File: src/rtl/core/magma_pkg.sv
// Shared types, constants and the round function of the Magma counter-mode keystream block.
// Used by magma_round_cell and magma_ctr_keystream_xor_top; depends on nothing else.
package magma_pkg;

  localparam int NUM_ROUNDS = 32;
  localparam int ROT_AMOUNT = 11;
  localparam int CFG_IDX_W  = 3;

  typedef logic [CFG_IDX_W-1:0] cfg_idx_t;

  localparam cfg_idx_t CFG_KEY_WORD_0    = 3'd0;
  localparam cfg_idx_t CFG_KEY_WORD_1    = 3'd1;
  localparam cfg_idx_t CFG_KEY_WORD_2    = 3'd2;
  localparam cfg_idx_t CFG_KEY_WORD_3    = 3'd3;
  localparam cfg_idx_t CFG_COUNTER_START = 3'd4;

  localparam logic [3:0] FULL_COUNT = 4'd8;

  typedef struct packed {
    logic [63:0] block_data;
    logic [3:0]  byte_count;
    logic        restart;
  } in_beat_t;

  typedef struct packed {
    logic [63:0] out_data;
    logic [3:0]  out_byte_count;
  } out_beat_t;

  // Payload that travels down the row of round cells.
  typedef struct packed {
    logic [31:0] hi;
    logic [31:0] lo;
    logic [63:0] data;
    logic [3:0]  count;
  } cell_beat_t;

  localparam logic [3:0] SBOX [8][16] = '{
    '{4'd12, 4'd4, 4'd6, 4'd2, 4'd10, 4'd5, 4'd11, 4'd9,
      4'd14, 4'd8, 4'd13, 4'd7, 4'd0, 4'd3, 4'd15, 4'd1},
    '{4'd6, 4'd8, 4'd2, 4'd3, 4'd9, 4'd10, 4'd5, 4'd12,
      4'd1, 4'd14, 4'd4, 4'd7, 4'd11, 4'd13, 4'd0, 4'd15},
    '{4'd11, 4'd3, 4'd5, 4'd8, 4'd2, 4'd15, 4'd10, 4'd13,
      4'd14, 4'd1, 4'd7, 4'd4, 4'd12, 4'd9, 4'd6, 4'd0},
    '{4'd12, 4'd8, 4'd2, 4'd1, 4'd13, 4'd4, 4'd15, 4'd6,
      4'd7, 4'd0, 4'd10, 4'd5, 4'd3, 4'd14, 4'd9, 4'd11},
    '{4'd7, 4'd15, 4'd5, 4'd10, 4'd8, 4'd1, 4'd6, 4'd13,
      4'd0, 4'd9, 4'd3, 4'd14, 4'd11, 4'd4, 4'd2, 4'd12},
    '{4'd5, 4'd13, 4'd15, 4'd6, 4'd9, 4'd2, 4'd12, 4'd10,
      4'd11, 4'd7, 4'd8, 4'd1, 4'd4, 4'd3, 4'd14, 4'd0},
    '{4'd8, 4'd14, 4'd2, 4'd5, 4'd6, 4'd9, 4'd1, 4'd12,
      4'd15, 4'd4, 4'd11, 4'd0, 4'd13, 4'd10, 4'd3, 4'd7},
    '{4'd1, 4'd7, 4'd14, 4'd13, 4'd0, 4'd5, 4'd8, 4'd3,
      4'd4, 4'd15, 4'd10, 4'd6, 4'd9, 4'd12, 4'd11, 4'd2}
  };

  // Subkey addition, eight S-boxes (first box on the lowest nibble), rotate left.
  function automatic logic [31:0] round_fn(input logic [31:0] half, input logic [31:0] subkey);
    logic [31:0] s;
    logic [31:0] t;
    s = half + subkey;
    for (int n = 0; n < 8; n++) begin
      t[4*n +: 4] = SBOX[n][s[4*n +: 4]];
    end
    return {t[31-ROT_AMOUNT:0], t[31:32-ROT_AMOUNT]};
  endfunction

  // Keeps the first count bytes, counted from the top of the word.
  function automatic logic [63:0] byte_mask(input logic [3:0] count);
    logic [63:0] m;
    for (int i = 0; i < 8; i++) begin
      m[63-8*i -: 8] = (4'(i) < count) ? 8'hFF : 8'h00;
    end
    return m;
  endfunction

endpackage

File: src/rtl/core/magma_round_cell.sv
// One Feistel round of Magma as a pipeline cell with its own valid bit.
// Depends on magma_pkg for the beat type and the round function.
module magma_round_cell (
  input  logic                   clk,
  input  logic                   rst,
  input  logic [31:0]            subkey,
  input  logic                   up_valid,
  input  magma_pkg::cell_beat_t  up_beat,
  output logic                   up_ready,
  output logic                   valid,
  output magma_pkg::cell_beat_t  beat,
  input  logic                   down_ready
);

  magma_pkg::cell_beat_t beat_next;

  // The cell can take a beat when it is empty or its own beat moves on.
  assign up_ready = !valid || down_ready;

  always_comb begin
    beat_next       = up_beat;
    beat_next.hi    = up_beat.lo;
    beat_next.lo    = magma_pkg::round_fn(up_beat.lo, subkey) ^ up_beat.hi;
  end

  always_ff @(posedge clk) begin
    if (rst) begin
      valid <= 1'b0;
    end else if (up_ready) begin
      valid <= up_valid;
    end
  end

  always_ff @(posedge clk) begin
    if (up_ready && up_valid) begin
      beat <= beat_next;
    end
  end

endmodule

File: config.mk
export PLATFORM = sky130hd
export DESIGN_NAME = magma_round_cell
export DESIGN_NICKNAME = d
export VERILOG_FILES = /design/src/rtl/core/magma_pkg.sv /design/src/rtl/core/magma_round_cell.sv
export SDC_FILE = /design/constraint.sdc
export NUM_CORES = 1
export LEC_CHECK = 0
export BUFFER_PORTS_ARGS = -buffer_cell sky130_fd_sc_hd__buf_2
export CAP_MARGIN = 10
export CORE_MARGIN = 5
export CORE_UTILIZATION = 35
export CTS_CLUSTER_SIZE = 24
export DETAILED_ROUTE_END_ITERATION = 7
export SLEW_MARGIN = 0
export SYNTH_ARGS = -nofsm -noshare
export SYNTH_HDL_FRONTEND = slang
export SYNTH_SLANG_ARGS = --single-unit
export TNS_END_PERCENT = 20
File: constraint.sdc
create_clock -name clk -period 3.65 [get_ports clk]
set_input_delay 0.1825 -clock clk [delete_from_list [all_inputs] [get_ports clk]]
set_output_delay 0.1825 -clock clk [all_outputs]
set_load 0.01 [all_outputs]
==> impl_metrics.ini <==
[cts]
cts-root-buf = clkbuf_16
h-tree-depth = 4
cts.sinks = 133
clk_pin_slew_worst_paths_ns = 0.07
clock_latency_ns = 0.41
cts.path.max_buffers = 2
cts_tree = done
cts_buffers = 17

[route]
wire_per_inst_um = 16.48
ant_nets = 0
dr.pass1.iters = 4
viasPerCell = 4.665
vias = 6004
wl_mm = 21.20
drt-initial-drc-count = 268
drc = 0

[synth]
synth-async-reset-ratio_pct = 0
synth_top_area_share_pct = 53.58
synth_nets = 790
synth_top_area_cell = edfxtp_1
ys_ff_latch = 133
synth_warnings = 0
syn_inst = 553
synth_area_leaders = edfxtp_1 54%, ha_1 12%, xnor2_1 4.7%
ys_seq_area_share_pct = 53.85
avgSynthCellArea_um2 = 13.38
synth_area_um2 = 7398
synth.distinct_cells = 64
yosys_most_used_dff = edfxtp_1
synth_edf_count = 132

[sta]
fin_ws_ns = 0.1254
clock_skew_ns = 0.008834
rsz0062_at_grt = yes
fmax_mhz = 283.7
tns_ns = 0
period_needed_ns = 3.525
setup_viol = 0
hold_slack_ns = 0.05307
tightestPinTransition_ns = 0.7121
period_share_pct = 96.57
slew_viol_final = 0
timing.slew.headroom_pct = 52.18
hold_viol = 0

[worst_setup_path]
crit_arrival_ns = 3.69
critPathTopFamily = compound AO/OA/AOI/OAI gates
crit_slowest_cell = dlygate4sd3_1
rrSetupSlack_ns = 1.84
reg2reg_from = valid$_SDFFE_PP0N_
path_cells = dlygate4sd3_1 -> buf_2 -> ha_1 -> a2111oi_4 -> o21ai_1 -> a41oi_2 -> a31oi_4 -> a21o_4 -> a31oi_4 -> xnor2_4 -> ha_1 -> mux2_1 -> mux2i_1 -> xnor2_1
r2r.worst_path.cells = 3
timing.critical_path.buf_inv = 2
end_kind = flip-flop
path_class = in -> reg
worst_ep_required_time_ns = 3.82
cpPeakStageDelay_ns = 0.53
reg2reg_to = beat[96]$_DFFE_PP_
cp_max_fo = 6
startpoint_type = primary input
path_depth = 14

[hold_path]
hold_start = up_beat[111]
hold_depth = 2
hold_class = in -> reg
min_to = beat[79]$_DFFE_PP_

[run_status]
status = complete, no violations

[global_route]
grt_usage_pct = 16.65
antenna_found_initial = 6
grt_pass1_vias = 6073
grt-ovfl-total = 0
grt_max_degree = 56
grt_pass1_wl_mm = 31.60

[cells_and_area]
layout_common_cells = 301 x buf_2, 132 x edfxtp_1, 102 x dlygate4sd3_1
drive_above_1_share_pct = 40.69
layoutNonFillerInstCount = 1287
final_common_cell = buf_2
fill_cells = 1813
syn2layout_area_growth_pct = 51.46
fin_nets = 1234

[power]
power-per-cell-area_nw_per_um2 = 468.4
pwr-share-seq_pct = 37.0
p_int_mw = 3.618
comb_power_share_pct = 31.6
netSwitchingFraction_pct = 31.08
p_sw_mw = 1.632
power.share.clock_pct = 31.4
p_leak_nw = 4.942
vdd_drop_max_mv = 0.2922
finalPower_mw = 5.249

[floorplanning]
dieArea_um2 = 24150
die_w_um = 155.4
num_rows = 53
ios = 302
die_h_um = 155.4
core_area_um2 = 20890
initial_core_util_pct = 35.42

[placed_design]
dp_cells = 1148
gp_congestion = 0.7997
dp_hpwl_mm = 16.20
io_buffers = 301
pre_cts_ws_ns = -0.01958

[flow_run]
max_cap_violations = 0
-- how the worst max path moves through the flow --
stage	start	to	slack [ns]
after detailed placement	subkey[0]	beat[75]$_DFFE_PP_	-0.02
after global placement	subkey[0]	beat[75]$_DFFE_PP_	0.04
final	up_beat[74]	beat[76]$_DFFE_PP_	0.13
after CTS	up_beat[74]	beat[76]$_DFFE_PP_	0.01
after global routing	up_beat[69]	beat[90]$_DFFE_PP_	-0.04
after floorplan	subkey[0]	beat[70]$_DFFE_PP_	0.26
-- cell type report --
cell class	instances	area, um2	area share [%]
Sequential cell	133	3984	35.55
Inverter	39	146.4	1.306
Clock buffer	17	425.4	3.796
Clock inverter	15	142.6	1.273
Timing Repair Buffer	430	2743	24.48
Multi-Input combinational cell	376	3416	30.48
Tap cell	275	344.1	3.071
Antenna cell	2	5.005	0.04466
-- sequential cells by signal, indices dropped and copies added (netlist names) --
register	count
beat	132
valid	1
-- layer usage --
metal,vias to the layer above,part of all wire [%],global-route usage [%]
li1,2977,-,-
met1,2794,40,18.98
met2,197,52,30.31
met3,28,6.5,4.367
met4,8,1.6,5.336
met5,-,0.28,0
-- what timing repair did --
action	in CTS	in global routing
buffers inserted	0	3
setup endpoints to repair	0	12
hold buffers	102	0
endpoints found under the hold margin	101	0
resized for setup	0	24
-- synth_stat cells (3+ instances only) --
cell type and number:
xor2_1 22, a21o_1 14, o211ai_1 8, nand4_1 4, nand3_1 8, o21a_1 4
mux2i_1 12, or3_1 4, a31oi_1 6, o21ai_0 24, mux4_2 11, a21oi_1 22
nand2_1 28, edfxtp_1 132, ha_1 68, a211oi_1 4, nor3_1 4, a21oi_2 4
nor2_1 23, xnor2_1 40, inv_1 39, nand2b_1 3, clkbuf_1 5, and3_1 8
and2_1 6
-- power by group through the flow --
stage / sequential, mW / combinational [mW] / clock [mW]
after floorplan: 2.07 / 0.915 / 0
after global placement: 1.97 / 1.52 / 0
after detailed placement: 1.98 / 1.54 / 0
after CTS: 1.95 / 1.63 / 1.70
after global routing: 1.96 / 1.83 / 1.77
final: 1.94 / 1.66 / 1.65
-- metrics by stage --
step,cell area [um2],utilization (%)
after floorplan,7400,-
after global placement,9425,45.12
after detailed placement,9425,45.12
after CTS,11010,52.73
after global routing,11210,53.64
final,11210,53.64
-- cells by family after synthesis --
kind of cell / synth area share (%)
buffers and inverters: 2.232
DFF: 53.85
muxes: 5.784
adders and majority gates: 11.77
and+or+nand+nor: 6.697
AOI/OAI and AO/OA: 11.43
xor gates and xnor gates: 8.236
(Power assumes the default switching activity.)
